**config.mk**
```make
export PLATFORM = sky130hd
export DESIGN_NAME = cpa_front
export DESIGN_NICKNAME = d
export VERILOG_FILES = /design/src/sv/cpa_pkg.sv /design/src/sv/cpa_front.sv
export SDC_FILE = /design/constraint.sdc
export NUM_CORES = 1
export LEC_CHECK = 0
export BUFFER_PORTS_ARGS = -buffer_cell sky130_fd_sc_hd__buf_2
export CAP_MARGIN = 20
export CORE_AREA = 2 2 93 95
export DETAILED_ROUTE_END_ITERATION = 10
export DIE_AREA = 0 0 95 97
export PLACE_DENSITY = 0.57
export SYNTH_ARGS = -nofsm -noshare
export SYNTH_HDL_FRONTEND = slang
export SYNTH_SLANG_ARGS = --single-unit
```
**constraint.sdc**
```tcl
create_clock -name vclk -period 1.8
set_clock_uncertainty 0.15 [all_clocks]
set_input_delay 0.09 -clock vclk [all_inputs]
set_output_delay 0.09 -clock vclk [all_outputs]
set_load 0.005 [all_outputs]
```
**src/sv/cpa_pkg.sv**
```systemverilog
// ----------------------------------------------------------------------------
// cpa_pkg
// Shared types, field widths and packet layout constants for the command
// packet assembler.
// ----------------------------------------------------------------------------
package cpa_pkg;

  localparam int BUFFER_BYTES_DEF = 1024;

  // field widths
  localparam int CMD_W  = 3;
  localparam int SEQ_W  = 64;
  localparam int OPC_W  = 16;
  localparam int BODY_W = 10;
  localparam int OFF_W  = 10;
  localparam int DATA_W = 8;
  localparam int LEN_W  = 11;
  localparam int CNT_W  = 8;

  // store tag (begin epoch) and sequencer step index
  localparam int TAG_W = 8;
  localparam int IDX_W = 4;

  localparam int QUEUE_DEPTH = 2;

  // command codes
  localparam logic [CMD_W-1:0] CMD_BEGIN  = 3'd0;
  localparam logic [CMD_W-1:0] CMD_ADD    = 3'd1;
  localparam logic [CMD_W-1:0] CMD_WRITE  = 3'd2;
  localparam logic [CMD_W-1:0] CMD_FINISH = 3'd3;
  localparam logic [CMD_W-1:0] CMD_READ   = 3'd4;

  // packet layout
  localparam logic [31:0]       PKT_MAGIC       = 32'h5550_474B;
  localparam logic [DATA_W-1:0] PKT_VERSION     = 8'd1;
  localparam int                HEADER_BYTES    = 24;
  localparam int                OP_HEADER_BYTES = 8;
  localparam int                ALIGN_MASK      = 3;
  localparam int                LENGTH_ADDR     = 8;
  localparam int                SEQ_ADDR        = 16;

  // byte writes per command, as last step index
  localparam logic [IDX_W-1:0] BEGIN_LAST  = 4'd13;
  localparam logic [IDX_W-1:0] ADD_LAST    = 4'd5;
  localparam logic [IDX_W-1:0] FINISH_LAST = 4'd7;
  localparam logic [IDX_W-1:0] WRITE_LAST  = 4'd0;

  typedef enum logic [2:0] {
    KIND_BEGIN,
    KIND_ADD,
    KIND_WRITE,
    KIND_FINISH,
    KIND_READ,
    KIND_NONE
  } kind_t;

  // classified command, as held in the queue
  typedef struct packed {
    kind_t              kind;
    logic [SEQ_W-1:0]   base_sequence;
    logic [OPC_W-1:0]   opcode;
    logic [LEN_W-1:0]   len;
    logic [LEN_W-1:0]   step;
    logic [OFF_W-1:0]   offset;
    logic [DATA_W-1:0]  value;
    logic               off_ok;
  } cmd_t;

endpackage

```
**src/sv/cpa_front.sv**
```systemverilog
// ----------------------------------------------------------------------------
// cpa_front
// Input side: decodes the command, precomputes operation length, aligned
// step and offset range check, and pushes the transaction into the queue.
// ----------------------------------------------------------------------------
module cpa_front #(
  parameter int BUFFER_BYTES = cpa_pkg::BUFFER_BYTES_DEF
) (
  input  logic                          clk,
  input  logic                          rst,
  input  logic                          in_valid,
  output logic                          in_stall,
  input  logic [cpa_pkg::CMD_W-1:0]     command,
  input  logic [cpa_pkg::SEQ_W-1:0]     base_sequence,
  input  logic [cpa_pkg::OPC_W-1:0]     opcode,
  input  logic [cpa_pkg::BODY_W-1:0]    body_len,
  input  logic [cpa_pkg::OFF_W-1:0]     offset,
  input  logic [cpa_pkg::DATA_W-1:0]    value,
  input  logic                          queue_full,
  input  logic                          clearing,
  output logic                          push,
  output cpa_pkg::cmd_t                 push_cmd
);
  import cpa_pkg::*;

  logic [LEN_W-1:0] len;
  logic             seen_item;

  assign in_stall = queue_full | clearing;
  assign push     = in_valid & ~in_stall;

  assign len = LEN_W'(body_len) + LEN_W'(OP_HEADER_BYTES);

  always_comb begin
    push_cmd.base_sequence = base_sequence;
    push_cmd.opcode        = opcode;
    push_cmd.len           = len;
    push_cmd.step          = (len + LEN_W'(ALIGN_MASK)) & ~LEN_W'(ALIGN_MASK);
    push_cmd.offset        = offset;
    push_cmd.value         = value;
    push_cmd.off_ok        = (32'(offset) < 32'(BUFFER_BYTES));
    case (command)
      CMD_BEGIN:  push_cmd.kind = KIND_BEGIN;
      CMD_ADD:    push_cmd.kind = KIND_ADD;
      CMD_WRITE:  push_cmd.kind = KIND_WRITE;
      CMD_FINISH: push_cmd.kind = KIND_FINISH;
      CMD_READ:   push_cmd.kind = KIND_READ;
      default:    push_cmd.kind = KIND_NONE;
    endcase
  end

  // notes that at least one transaction has been taken since reset
  always_ff @(posedge clk) begin
    if (rst) begin
      seen_item <= 1'b0;
    end else if (push) begin
      seen_item <= 1'b1;
    end
  end

  // no transaction is taken while the store is being cleared
  a_no_push_clear: assert property (@(posedge clk) disable iff (rst)
    clearing |-> !push) else $error("push during clearing pass");
  a_seen: assert property (@(posedge clk) disable iff (rst)
    push |=> seen_item) else $error("push not recorded");
  a_len: assert property (@(posedge clk) disable iff (rst)
    push |-> (push_cmd.step >= push_cmd.len) && (push_cmd.step[1:0] == 2'b00))
    else $error("bad aligned step");

endmodule

```
# Word level (Yosys, flattened, before mapping)
# Index checks and enable logic that the tools add are counted.
# word_totals
ff_bits	0
input_bits	116
wordCells	11
# op_classes
add_sub_neg	2
n_eq_ne	4
mux	1
bitwise_logic	3
n_reduce_logical	1
# op_table
cell	count
$pmux 3 s5	1
$add 10x4->11 const B	1
$add 11x2->11 const B	1
$eq 3x2->1 const B	2
$eq 3x1->1 const B	1
$eq 3x3->1 const B	1
$logic_not 3->1	1
$and 1x1->1	1
$not 1->1	1
$or 1x1->1	1

# Depth between registers and ports, before layout
# logic_depth
depth_word	3
ltp_mapped	6
mapped_depth_nobuf	6

# Worst setup path after synthesis
# Ideal clock, no wire load.
# synth_path
path_type	in2out
startpoint	input body_len[3] (netlist bit)
endpoint	output push_cmd[29] (netlist bit)
arrival_ns	1.074
required_ns	1.560
setup_slack_ns	0.486
cell_stages	6
path_cell_list	inv_1 ha_1 inv_1 and4_4 o31ai_2 o32ai_2
# synth_rtl
item	line	source
start: declaration	cpa_front.sv:16	input logic [cpa_pkg::BODY_W-1:0] body_len,
end: declaration	cpa_front.sv:22	output cpa_pkg::cmd_t push_cmd

==> impl_results.md <==
- Mapped Cells: 155
- Routed Antenna Nets: 0
- Drt first pass iters: 3
- FF+latch count: 0
- DRC viols: 0
- Iteration-0 DRC Markers: 16
- Pleak: 0.3192 nW
- GRT Util Overall: 0.04837
- Largest net degree at the start of global routing: 7
- Layout cells sized above 1: 0.5543
- Post-route setup TNS: 0 ps
- Crit path top cell by count: buf_2
- CP max FO: 5
- Final GP Congestion: 0.7403
- Min Clock Period, post-route: 1742 ps
- Library cells used by synthesis: 28
- Final hold slack: 30.00 ps
- Area delta synth->final: -36.70%
- Core box area: 8134 sq um
- Final slew viol count: 0
- Critical path depth in cells: 7
- Ports: 242
- Routed wire length: 2549 microns
- Maximum vdd drop: 0.03814 mV
- Crit path arrival time: 1500 ps
- P per Cell Area: 205.5 nW/um^2
- Crit Path Class: primary input to output pin
- Vias in the first global route: 603
- Buf/Inv on CP: 2
- Initial Util: 0.1400
- Hold WC Path Type: primary input to output pin
- CP Cell Sequence: buf_2 > ha_2 > nand3_1 > a211oi_2 > o31ai_2 > o32ai_2 > buf_2
- Fmax: 574.2 MHz
- Req. time, crit path: 1560 ps
- Initial antenna violation count: 0
- Final period util: 0.9676
- First-pass GRT wire length: 3374 microns
- Register Area: 0 sq um
- Gr ovfl total: 0
- Worst hold start: opcode[15]
- Hold EP: push_cmd[56]
- CP Launch Type: primary input
- Synthesized cell area: 1139 sq um
- Clock buffers: 0
- Port Buffer Count: 41
- Final instance count without filler cells: 197
- Detailed Place HPWL: 2281 microns
- Hold depth: 0
- DR vias: 621
- Synth Warn #: 0
- Max-cap violations: 0
- Hold buffer count at cts: 0
- RSZ-0062 raised after global routing: no
- Number of setup violations in the final report: 0
- Wire per inst: 12.94 microns
- Post-CTS Setup Bufs: 0
- Outcome: completed
- Diode count: 0
- Crit-path slowest cell: a211oi_2
- Sequential share of the synthesized area: 0
- Largest cells by area after synthesis: buf_4 (69%), xnor2_1 (3.8%), xor2_1 (3.1%)
- Full die area: 9215 sq um
- Die height: 97 microns
- Worst path max stage delay: 300 ps
- Worst setup EP type: output pin
- Placed cell count: 197
- FP Rows: 33
- Crit path max-delay family: compound AO/OA/AOI/OAI gates
- Die X: 95 microns
- # nets final: 212
- Final hold vios: 0
- Largest area contributor in the netlist: buf_4
- Vias per cell: 3.152
- Avg Inst Size Synth: 7.346 sq um
- Area share of the largest cell type after synthesis: 0.6857
Yosys cell counts (2+ instances only):
cell type	n
nand2_1	2
a21oi_1	2
conb_1	2
buf_4	104
a21o_1	2
nor2_1	7
xor2_1	4
ha_1	2
nand3_1	2
inv_1	6
xnor2_1	5
per-layer routing:
layer  track usage  part of all wire
met1       0.02449              0.20
met2       0.08402              0.49
met3       0.02804              0.17
met4       0.07023              0.14
met5             0                 0
placed cells by master, fill, tap and decap left out, types with 2 or more instances in the layout:
master   count
inv_1        6
nand2_1      2
xnor2_1      5
a21oi_1      2
nor2_1       7
conb_1       3
a21o_1       2
xor2_1       4
nand3_1      2
buf_2       41
per-stage QoR:
stage                  util  worst slack [ps]  power [mW]  instance area, sq um
finish              0.08860             58.40      0.1481                 720.7
global route        0.08860             7.276      0.1649                 720.7
detailed placement  0.08537             26.24      0.1448                 694.4
floorplan                 -             485.9      0.2502                  1142
CTS                 0.08537             18.34      0.1456                 694.4
global placement    0.08537             58.55      0.1427                 694.4
layout make-up:
cell class	count	area, sq um
multi-input cells	45	361.6
fillers	934	7413
well taps	105	131.4
repair buffers	41	205.2
inverters	6	22.52
logic make-up after synthesis:
| logic type | count (synthesis) | synth area share |
|---|---|---|
| AOI/OAI and AO/OA | 9 | 0.07253 |
| xor gates and xnor gates | 10 | 0.08352 |
| adders and majority gates | 2 | 0.02197 |
| buffers and inverters | 111 | 0.7088 |
| other | 2 | 0.006596 |
| and+or+nand+nor | 21 | 0.1066 |
power breakdown:
part           switching (mW)  leakage (nW)  internal, mW  total (mW)
clock                       0             0             0           0
combinational          0.0783         0.319        0.0698       0.148
sequential                  0             0             0           0
how the worst max path moves through the flow:
stage | endpoint | from
final | push_cmd[29] | body_len[4]
after global routing | push_cmd[29] | body_len[4]
after CTS | push_cmd[29] | body_len[4]
after detailed placement | push_cmd[29] | body_len[4]
after global placement | push_cmd[29] | body_len[4]
after floorplan | push_cmd[29] | body_len[3]
what timing repair did:
| item | CTS | global route |
|---|---|---|
| endpoints found under the hold margin | 0 | 0 |
| gates resized for setup | 0 | 3 |
| endpoints found under the setup margin | 0 | 2 |
No activity file was read; power rests on OpenSTA's default activity.
