==> src/sv/cpa_pkg.sv <==
// ----------------------------------------------------------------------------
// cpa_pkg
// Shared types, field widths and packet layout constants for the command
// packet assembler.
// ----------------------------------------------------------------------------
package cpa_pkg;

  localparam int BUFFER_BYTES_DEF = 1024;

  // field widths
  localparam int CMD_W  = 3;
  localparam int SEQ_W  = 64;
  localparam int OPC_W  = 16;
  localparam int BODY_W = 10;
  localparam int OFF_W  = 10;
  localparam int DATA_W = 8;
  localparam int LEN_W  = 11;
  localparam int CNT_W  = 8;

  // store tag (begin epoch) and sequencer step index
  localparam int TAG_W = 8;
  localparam int IDX_W = 4;

  localparam int QUEUE_DEPTH = 2;

  // command codes
  localparam logic [CMD_W-1:0] CMD_BEGIN  = 3'd0;
  localparam logic [CMD_W-1:0] CMD_ADD    = 3'd1;
  localparam logic [CMD_W-1:0] CMD_WRITE  = 3'd2;
  localparam logic [CMD_W-1:0] CMD_FINISH = 3'd3;
  localparam logic [CMD_W-1:0] CMD_READ   = 3'd4;

  // packet layout
  localparam logic [31:0]       PKT_MAGIC       = 32'h5550_474B;
  localparam logic [DATA_W-1:0] PKT_VERSION     = 8'd1;
  localparam int                HEADER_BYTES    = 24;
  localparam int                OP_HEADER_BYTES = 8;
  localparam int                ALIGN_MASK      = 3;
  localparam int                LENGTH_ADDR     = 8;
  localparam int                SEQ_ADDR        = 16;

  // byte writes per command, as last step index
  localparam logic [IDX_W-1:0] BEGIN_LAST  = 4'd13;
  localparam logic [IDX_W-1:0] ADD_LAST    = 4'd5;
  localparam logic [IDX_W-1:0] FINISH_LAST = 4'd7;
  localparam logic [IDX_W-1:0] WRITE_LAST  = 4'd0;

  typedef enum logic [2:0] {
    KIND_BEGIN,
    KIND_ADD,
    KIND_WRITE,
    KIND_FINISH,
    KIND_READ,
    KIND_NONE
  } kind_t;

  // classified command, as held in the queue
  typedef struct packed {
    kind_t              kind;
    logic [SEQ_W-1:0]   base_sequence;
    logic [OPC_W-1:0]   opcode;
    logic [LEN_W-1:0]   len;
    logic [LEN_W-1:0]   step;
    logic [OFF_W-1:0]   offset;
    logic [DATA_W-1:0]  value;
    logic               off_ok;
  } cmd_t;

endpackage

==> src/sv/cpa_queue.sv <==
// ----------------------------------------------------------------------------
// cpa_queue
// Short FIFO of classified commands between front and back.
// ----------------------------------------------------------------------------
module cpa_queue (
  input  logic           clk,
  input  logic           rst,
  input  logic           push,
  input  cpa_pkg::cmd_t  push_cmd,
  input  logic           pop,
  output cpa_pkg::cmd_t  head,
  output logic           head_valid,
  output logic           full
);
  import cpa_pkg::*;

  localparam int PTR_W = (QUEUE_DEPTH > 1) ? $clog2(QUEUE_DEPTH) : 1;
  localparam int CNT_QW = $clog2(QUEUE_DEPTH + 1);

  cmd_t              slots [QUEUE_DEPTH];
  logic [PTR_W-1:0]  wr_ptr;
  logic [PTR_W-1:0]  rd_ptr;
  logic [CNT_QW-1:0] fill;

  assign head       = slots[rd_ptr];
  assign head_valid = (fill != '0);
  assign full       = (fill == CNT_QW'(QUEUE_DEPTH));

  always_ff @(posedge clk) begin
    if (push) begin
      slots[wr_ptr] <= push_cmd;
    end
  end

  always_ff @(posedge clk) begin
    if (rst) begin
      wr_ptr <= '0;
      rd_ptr <= '0;
      fill   <= '0;
    end else begin
      if (push) begin
        wr_ptr <= (wr_ptr == PTR_W'(QUEUE_DEPTH - 1)) ? '0 : wr_ptr + 1'b1;
      end
      if (pop) begin
        rd_ptr <= (rd_ptr == PTR_W'(QUEUE_DEPTH - 1)) ? '0 : rd_ptr + 1'b1;
      end
      case ({push, pop})
        2'b10:   fill <= fill + 1'b1;
        2'b01:   fill <= fill - 1'b1;
        default: fill <= fill;
      endcase
    end
  end

  a_no_overrun: assert property (@(posedge clk) disable iff (rst)
    full |-> !push) else $error("queue overrun");
  a_no_underrun: assert property (@(posedge clk) disable iff (rst)
    !head_valid |-> !pop) else $error("queue underrun");
  a_fill_move: assert property (@(posedge clk) disable iff (rst)
    (push && !pop) |=> fill == $past(fill) + 1'b1) else $error("fill count slip");

endmodule

==> config.mk <==
export PLATFORM = sky130hd
export DESIGN_NAME = cpa_queue
export DESIGN_NICKNAME = d
export VERILOG_FILES = /design/src/sv/cpa_pkg.sv /design/src/sv/cpa_queue.sv
export SDC_FILE = /design/constraint.sdc
export NUM_CORES = 1
export LEC_CHECK = 0
export BUFFER_PORTS_ARGS = -buffer_cell sky130_fd_sc_hd__buf_2
export CORE_UTILIZATION = 52
export CTS_CLUSTER_DIAMETER = 200
export DETAILED_ROUTE_END_ITERATION = 10
export PLACE_DENSITY = 0.85
export SLEW_MARGIN = 20
export SYNTH_ARGS = -nofsm -noshare
export SYNTH_HDL_FRONTEND = slang
export SYNTH_SLANG_ARGS = --single-unit
==> constraint.sdc <==
create_clock -name clk -period 9.8 [get_ports clk]
set_input_delay 1.47 -clock clk [delete_from_list [all_inputs] [get_ports clk]]
set_output_delay 1.47 -clock clk [all_outputs]
set_load 0.1 [all_outputs]
# Word-level counts from Yosys, hierarchy flattened
# Memory sizes are Yosys's and may differ from the RTL's. A register that Yosys moved wholly into a read port is not among the register bits.
# Cells that the tools add are included.
[word_totals]
ff_bits = 4
ram_bits = 248
in_bits = 128
elab_cells = 20
n_memories = 1
[classes]
n_addsub = 4
eq_ne = 3
muxes = 7
reduce_logical = 2
[mem_list]
columns = ["memory", "depth", "width", "read_ports", "rd_ports_with_merged_regs", "wr", "line_no", "rtl"]
rows = [
  ["slots", 2, 124, 1, 1, 1, "cpa_queue.sv:20", "cmd_t slots [QUEUE_DEPTH];"],
]
[op_table]
columns = ["op", "n"]
rows = [
  ["$mux 1", 6],
  ["$eq 2x2->1 const B", 2],
  ["$pmux 2 s2", 1],
  ["$reduce_bool 2->1", 2],
  ["$add 1x1->1 const B", 2],
  ["$add 2x1->2 const B", 1],
  ["$eq 2x1->1 const B", 1],
  ["$sub 2x1->2 const B", 1],
]

# Depth between registers and ports, before layout
# Gate-level depths: netlist of run 1.
[logic_depth]
word_depth = 4
ltp_mapped = 5

# Worst setup path after synthesis of run 1
# OpenSTA, ideal clock, no wires.
[synth_timing]
path_kind = "input to register"
from = "in push"
to = "mem slots[0][0] (netlist bit) (enable)"
setup_ns = 0.612
t_arrival_ns = 6.722
required_ns = 9.188
setup_slack_ns = 2.466
stages = 2
path_buffers = 0
path_cell_list = "inv_1 -> nor2_1"
[synth_via]
elab_chain_cells = 2
[synth_rtl]
columns = ["item", "line_no", "rtl"]
rows = [
  ["from (decl)", "cpa_queue.sv:8", "input logic push,"],
  ["$mux 1", "cpa_queue.sv:30", "if (push) begin"],
  ["$mux 1 (not written as such)", "cpa_queue.sv:31", "slots[wr_ptr] <= push_cmd;"],
  ["to (decl)", "cpa_queue.sv:20", ""],
]
# No other way between the ends.

==> results.cfg, run 1 <==
[status]
run_status = completed

[timing]
finalCritPeriodShare = 0.4195
setup_tns_ps = 0
setup_viol = 0
whs_ps = 525.6
skew_ps = 26.00
max_freq_mhz = 243.2
tightest_slew_ps = 901.4
relSlewSlack = 0.3991
drv_slew = 0
worst_slack_ps = 5689
rsz0062_at_grt = false
fin_crit_ps = 4111
hold_viol_final = 0

[pwr]
comb_power_share = 0.235
irDropWorstVdd_uv = 195.1
p_int_mw = 1.914
p_sw_frac = 0.3267
p_clk_frac = 0.312
net-switching-power_uw = 928.7
p_leak_nw = 4.515
p_per_area_mw_per_mm2 = 243.5
power_frac_seq = 0.452

[routing]
first_pass_iters = 4
antenna_left = 0
viasPerCell = 5.108
wire_per_inst_um = 18.74
vias = 4730
drc = 0
drt_wl_total_um = 17360
drt_first_iter_violations = 225

[critical_path]
worstReg2RegEnd = slots[1][112]$_DFFE_PP_
startpoint_type = flip-flop
slowest_stage = buf_4
ff2ff_setup_slack_ps = 7400
worstReg2RegStart = wr_ptr$_SDFFE_PP0P_
path_class = flip-flop to output port
crit_path_max_incr_delay_ps = 730
cp-endpoint = head[106]
crit_chain = buf_4, mux2_2, buf_2
path_max_fanout = 56
arrival_ps = 2640
worstSetupEndpointType = output port
reg2reg_depth = 2
cp.required_ps = 8330

[placement]
io_buffers = 253
gp_congestion = 0.7497
pre_cts_slack_ps = 5604
hpwl_um = 11460
dpl_cell_area_mm2 = 0.01087

[global_routing]
gr-total-overflow = 0
grtUsageMet2 = 0.3158
grt_pass1_wl_um = 25350
track_usage = 0.1807
grt.busiest_layer = met2
grt_pass1_vias = 4963
grt.met3_usage = 0.04362
grtUsageMet1 = 0.2171
antenna_found_initial = 3
grt_max_degree = 70

[clock_network]
post_cts_buffers = 0
cts_buffers = 25
htreeDepth = 1
cts_sinks = 253
post_cts_resized = 0
holdBufCountCts = 0
clock_latency_ps = 520
cts_tree = yes
clk_pin_slew_ps = 60
cts_root_buf = clkbuf_16
clk_path_buf_depth = 3

[synthesis]
yosysWarnings = 0
yosysSeqAreaShare = 0.8037
synthCells = 408
syn_area_mm2 = 0.009390
synth_nets = 537
ys_seq_elements = 253
synth_cell_types = 17
synth.avg_cell_area_um2 = 23.02

[cells_and_area]
drive_gt1_frac = 0.6074
fin_area_mm2 = 0.01167
syn_to_final_growth_pct = 24.32
final_common_cell = buf_2
nets = 808
post-route-util = 0.6680
layout_common_cells = buf_2 (253), edfxtp_1 (248), mux2_2 (64)

[floorplan]
die_area_mm2 = 0.01860
initial_core_util = 0.5373
coreArea_mm2 = 0.01748
dieHeight_um = 136.4
row_count = 48
die_width_um = 136.4
ioPinCount = 254

[min_path]
hold_path.class = flip-flop to flip-flop

[flow_run]
maxCapViolations = 0
cells by family after synthesis:
family / synth area share
mux: 0.1727
flops: 0.8037
buf+inv: 0.01252
xor+xnor: 0.003732
compound gates: 0.001065
simple gates: 0.004932
fa+ha+maj: 0.001332
worst min-delay path by stage:
stage | from | to | slack (ps) | cells after the start
after floorplan | fill[1]$_SDFFE_PP0P_ | fill[1]$_SDFFE_PP0P_ | 460 | 2
after global placement | fill[1]$_SDFFE_PP0P_ | fill[1]$_SDFFE_PP0P_ | 470 | 2
after detailed placement | rd_ptr$_SDFFE_PP0P_ | flip-flop | 510 | 2
after CTS | fill[1]$_SDFFE_PP0P_ | fill[1]$_SDFFE_PP0P_ | 530 | 2
after global routing | fill[1]$_SDFFE_PP0P_ | fill[1]$_SDFFE_PP0P_ | 540 | 2
final | rd_ptr$_SDFFE_PP0P_ | flip-flop | 530 | 2
per-layer routing:
metal	wire, um	vias to the layer above	part of all wire
met4	446	0	0.026
met3	1379	35	0.079
met1	6779	2317	0.39
met5	0	-	0
met2	8751	222	0.50
li1	-	2156	-
registers in the layout, summed over array words and instances (netlist names), named ones only:
signal and flops:
fill 2, rd_ptr 1, slots 248, wr_ptr 1
synth_stat cells:
| cell type | count | area [um2] |
|---|---|---|
| or2_2 | 1 | 6.260 |
| inv_1 | 1 | 3.750 |
| and2b_2 | 1 | 8.760 |
| mux2_2 | 64 | 720.7 |
| and2_1 | 1 | 6.260 |
| xnor2_1 | 3 | 26.28 |
| xor2_1 | 1 | 8.760 |
| nor2_1 | 5 | 18.77 |
| buf_6 | 7 | 78.83 |
| mux2_4 | 60 | 900.9 |
| ha_1 | 1 | 12.51 |
| edfxtp_1 | 248 | 7447 |
| a21oi_1 | 1 | 5.000 |
| buf_2 | 7 | 35.03 |
| dfxtp_1 | 5 | 100.1 |
| or3_1 | 1 | 6.260 |
| o21ai_0 | 1 | 5.000 |
critical path: cells and delay by family (launching register included):
kind                   cells  cell delay [ps]
buffers and inverters      2             1160
DFF                        1              580
muxes                      1              310
layout make-up:
class / count / area (um2)
Clock inverter: 10 / 83.83
Sequential cell: 253 / 7551
Inverter: 1 / 3.754
Fill cell: 1183 / 5803
Timing Repair Buffer: 258 / 1324
Antenna cell: 3 / 7.507
Multi-Input combinational cell: 140 / 1735
Clock buffer: 36 / 686.9
Tap cell: 225 / 281.5
through the flow:
stage	total power [mW]	std cells
after detailed placement	1.978	876
after CTS	2.864	922
after global placement	1.964	876
after floorplan	1.879	408
final	2.843	926
after global routing	2.927	925
power groups by stage:
| stage | logic (mW) | registers [mW] | clock network [mW] |
|---|---|---|---|
| 2_1_floorplan | 0.572 | 1.31 | 0 |
| 3_3_place_gp | 0.652 | 1.31 | 0 |
| 3_5_place_dp | 0.660 | 1.32 | 0 |
| 4_1_cts | 0.662 | 1.30 | 0.906 |
| 5_1_grt | 0.689 | 1.29 | 0.948 |
| 6_report | 0.668 | 1.29 | 0.888 |
No activity file was read; power rests on OpenSTA's default activity.
==> inputs of run 2 (changes only) <==
==> constraint.sdc (replaced) <==
create_clock -name clk -period 4.1 [get_ports clk]
set_input_delay 0.615 -clock clk [delete_from_list [all_inputs] [get_ports clk]]
set_output_delay 0.615 -clock clk [all_outputs]
set_load 0.1 [all_outputs]
==> run 2 against run 1 <==
Net effect:
- critical path depth unchanged
- critical endpoint is now head[16]
- register-to-register slack worse by 5200 ps
- highest routed layer is now met5
- core utilization is 0.69 points higher
- final cell count stayed put
- sequential power grew 140%
- worst hold slack worse by 230 ps
- die area did not move
- critical path type unchanged
- total power up 150%
==> results.cfg, run 2 (synthesized netlist as in run 1, its figures left out) <==
[placement]
gp_congestion = 0.7331
hpwl_um = 11730
io_buffers = 253

[global_routing]
gr-total-overflow = 0
grt_pass1_wl_um = 25540
antenna_found_initial = 4
track_usage = 0.1832
grt_max_degree = 70
grt_pass1_vias = 5051

[routing]
drt_first_iter_violations = 212
first_pass_iters = 4
wire_per_inst_um = 18.78
vias = 4710
viasPerCell = 5.086
drt_wl_total_um = 17390
drc = 0
antenna_left = 0

[critical_path]
cp.required_ps = 3480
crit_chain = buf_4, mux2_2, buf_2
startpoint_type = flip-flop
critical_path_buf_inv_count = 2
crit_path_max_incr_delay_ps = 890
slowest_stage = dfxtp_4
arrival_ps = 2500
crit_family = flip-flops
path_max_fanout = 46
worstSetupEndpointType = output port
path_class = flip-flop to output port

[floorplan]
coreArea_mm2 = 0.01748
die_area_mm2 = 0.01860
ioPinCount = 254
dieHeight_um = 136.4
die_width_um = 136.4
initial_core_util = 0.5373
row_count = 48

[flow_run]
maxCapViolations = 0

[pwr]
p_per_area_mw_per_mm2 = 596.8
p_leak_nw = 4.580
p_clk_frac = 0.336
p_sw_frac = 0.3154
comb_power_share = 0.226
total_power_mw = 7.039
power_frac_seq = 0.438
irDropWorstVdd_uv = 628.1
p_int_mw = 4.819
net-switching-power_mw = 2.220

[timing]
relSlewSlack = 0.4262
fin_crit_ps = 3117
hold_viol_final = 0
setup_tns_ps = 0
skew_ps = 9.054
tightest_slew_ps = 860.7
whs_ps = 292.2
drv_slew = 0
max_freq_mhz = 320.8
rsz0062_at_grt = false
finalCritPeriodShare = 0.7602
setup_viol = 0

[cells_and_area]
layout_common_cells = buf_2 (253), edfxtp_1 (248), mux2_2 (64)
drive_gt1_frac = 0.6086
largest_reg_flops = 248
nets = 811
top_regs = slots x248, fill x2
final_common_cell = buf_2
syn_to_final_growth_pct = 25.61
largest_register = slots

[clock_network]
cts_buffers = 25
post_cts_resized = 0
cts_root_buf = clkbuf_16
clk_path_buf_depth = 3
post_cts_buffers = 0
cts_sinks = 253
cts_tree = yes
holdBufCountCts = 0
clock_latency_ps = 510
clk_pin_slew_ps = 60
htreeDepth = 1

[min_path]
hold_path.class = primary input to flip-flop

[status]
run_status = completed
-- run 2: cell types whose count changed in the layout (fill, tap and decap cells not counted), moves of 2 or more --
cell / before / now
clkinv_1: 0 / 2
clkbuf_1: 9 / 7
clkinvlp_4: 2 / 0
diode_2: 3 / 1
clkinv_2: 6 / 4
bufinv_16: 1 / 5
buf_12: 0 / 3
-- run 2: area by class of cell --
class / count / area (um2)
Antenna cell: 1 / 2.502
Sequential cell: 253 / 7551
Clock inverter: 11 / 177.7
Inverter: 1 / 3.754
Multi-Input combinational cell: 140 / 1735
Fill cell: 1109 / 5682
Timing Repair Buffer: 261 / 1364
Tap cell: 225 / 281.5
Clock buffer: 34 / 679.4
-- run 2: routing by layer --
metal | up-vias | routed length [um] | track usage | share of wire
met5 | - | 35 | 0 | 0.0020
met4 | 6 | 364 | 0.06296 | 0.021
met3 | 39 | 1535 | 0.05779 | 0.088
met2 | 205 | 8902 | 0.3274 | 0.51
met1 | 2291 | 6552 | 0.2053 | 0.38
li1 | 2169 | - | - | -
-- run 2: power groups by stage --
stage	logic, mW	clock network, mW	registers, mW
2_1_floorplan	1.37	0	3.11
3_3_place_gp	1.58	0	3.13
3_5_place_dp	1.60	0	3.14
4_1_cts	1.60	2.42	3.09
5_1_grt	1.64	2.50	3.10
6_report	1.59	2.36	3.08
-- run 2: path summary, 6_finish.rpt --
kind	end	slack (ps)	cells after the start	from
max	head[16]	980	3	flip-flop
min	slots[1][49]$_DFFE_PP_	290	1	push_cmd[49]
max reg2reg	slots[1][116]$_DFFE_PP_	2160	2	wr_ptr$_SDFFE_PP0P_
min reg2reg	rd_ptr$_SDFFE_PP0P_	520	2	rd_ptr$_SDFFE_PP0P_
-- run 2: worst register-to-register path, cell delays in order (launching register included) --
cell and delay (ps):
dfxtp_1 400, and2_4 720, buf_4 490
-- run 2: metrics by stage --
stage	setup WS [ps]	cells	util	instance area [um2]
after global placement	1548	880	0.6257	10940
after floorplan	158.1	408	-	9398
final	983.0	926	0.6749	11800
after detailed placement	1485	880	0.6257	10940
after CTS	940.6	925	0.6748	11790
after global routing	879.0	925	0.6748	11790
==> inputs of run 3 (changes only) <==
==> constraint.sdc (replaced) <==
create_clock -name clk -period 3.2 [get_ports clk]
set_input_delay 0.48 -clock clk [delete_from_list [all_inputs] [get_ports clk]]
set_output_delay 0.48 -clock clk [all_outputs]
set_load 0.1 [all_outputs]
==> run 3 against run 2 <==
Net effect:
- global-route usage down 0.24 points
- register-to-register slack worse by 660 ps
- total power up 26%
- non-clock buffer count up 3
- combinational power up 29%
- sequential share of layout area up 0.18 points
- worst setup slack worse by 470 ps
- wire length down 0.67%
- via count up 1.1%
- clock skew down 0.63 ps
- sequential power up 28%
- cell area down 0.29%
- critical path type unchanged
- critical endpoint is now head[111]
- largest cell class unchanged
- largest power group unchanged
==> results.cfg, run 3 (synthesized netlist as in run 1, its figures left out) <==
[placement]
hpwl_um = 11710
io_buffers = 253
gp_congestion = 0.7521

[clock_network]
holdBufCountCts = 0
cts_buffers = 25
post_cts_buffers = 0
htreeDepth = 1
clock_latency_ps = 500
clk_path_buf_depth = 3
post_cts_resized = 0
clk_pin_slew_ps = 60
cts_tree = yes
cts_root_buf = clkbuf_16
cts_sinks = 253

[pwr]
irDropWorstVdd_uv = 645.4
p_leak_nw = 4.561
total_power_mw = 8.834
p_per_area_mw_per_mm2 = 751.1

[routing]
drc = 0
vias = 4760
viasPerCell = 5.140
first_pass_iters = 4
drt_first_iter_violations = 276
antenna_left = 0
wire_per_inst_um = 18.65
drt_wl_total_um = 17270

[global_routing]
gr-total-overflow = 0
grt_pass1_wl_um = 25590
antenna_found_initial = 2
grt_max_degree = 68
track_usage = 0.1808
grt_pass1_vias = 5065

[min_path]
hold_path.class = primary input to flip-flop

[cells_and_area]
nFillCells = 1129
largest_register = slots
nets = 814
regArea_mm2 = 0.007551
final_common_cell = buf_2
largest_reg_flops = 248
drive_gt1_frac = 0.6071
multi_input_area_mm2 = 0.001735
top_regs = slots x248, fill x2
syn_to_final_growth_pct = 25.25
layout_common_cells = buf_2 (253), edfxtp_1 (248), mux2_2 (64)

[floorplan]
ioPinCount = 254
die_area_mm2 = 0.01860
dieHeight_um = 136.4
die_width_um = 136.4
initial_core_util = 0.5373
coreArea_mm2 = 0.01748
row_count = 48

[timing]
finalCritPeriodShare = 0.8395
rsz0062_at_grt = false
fin_crit_ps = 2686
setup_viol = 0
skew_ps = 8.422
relSlewSlack = 0.4163
tightest_slew_ps = 875.5
hold_viol_final = 0
max_freq_mhz = 372.2
drv_slew = 0
setup_tns_ps = 0

[critical_path]
path_max_fanout = 38
startpoint_type = flip-flop
worstSetupEndpointType = output port
path_class = flip-flop to output port
cp.required_ps = 2720
arrival_ps = 2210

[flow_run]
maxCapViolations = 0

[status]
run_status = completed
## run 3: cell types whose count changed in the layout (fill, tap and decap cells not counted), sizes merged
cell      delta
buf          +3
bufinv       -1
clkbuf       -6
clkinv       +3
clkinvlp     +1
## run 3: final timing paths
kind / start / endpoint / slack (ps) / cells after the start
worst max register to register: wr_ptr$_SDFFE_PP0P_ / slots[1][23]$_DFFE_PP_ / 1500 / 2
worst max-delay path: flip-flop / head[111] / 510 / 3
worst min-delay path: push_cmd[63] / slots[1][63]$_DFFE_PP_ / 170 / 1
worst min register to register: rd_ptr$_SDFFE_PP0P_ / flip-flop / 510 / 2
## run 3: power by group
part | total (mW) | internal [mW] | switching, mW
registers | 3.94 | 3.87 | 0.0744
logic | 2.05 | 0.424 | 1.62
clock network | 2.84 | 1.74 | 1.10
## run 3: per-stage QoR
step                        util  instance area (um2)  hold slack (ps)  setup slack (ps)  cells
after CTS                 0.6728                11760            147.5             441.1    925
after global placement    0.6270                10960            475.0              1036    883
after global routing      0.6730                11760            141.2             393.8    926
after floorplan                -                 9399            456.4             421.5    408
final                     0.6730                11760            169.4             513.6    926
after detailed placement  0.6270                10960            492.6             997.4    883
## run 3: critical path: stages (launching register included)
cell and delay, ps:
dfxtp_4 710, buf_12 310, mux2_2 370, buf_2 290
## run 3: cell type report
class / count / area share
sequential: 253 / 0.6420
multi-input combinational: 140 / 0.1476
timing repair buffer: 264 / 0.1179
clock buffer: 28 / 0.05415
tap: 225 / 0.02394
clock inverter: 14 / 0.01394
inverter: 1 / 0.0003191
antenna: 1 / 0.0002128
## run 3: layer usage
layer | wire length (um) | share of wire | GRT usage
met1 | 6645 | 0.38 | 0.2146
met2 | 8867 | 0.51 | 0.3164
met3 | 1378 | 0.080 | 0.04847
met4 | 370 | 0.021 | 0.06235
met5 | 13 | 0.00075 | 0
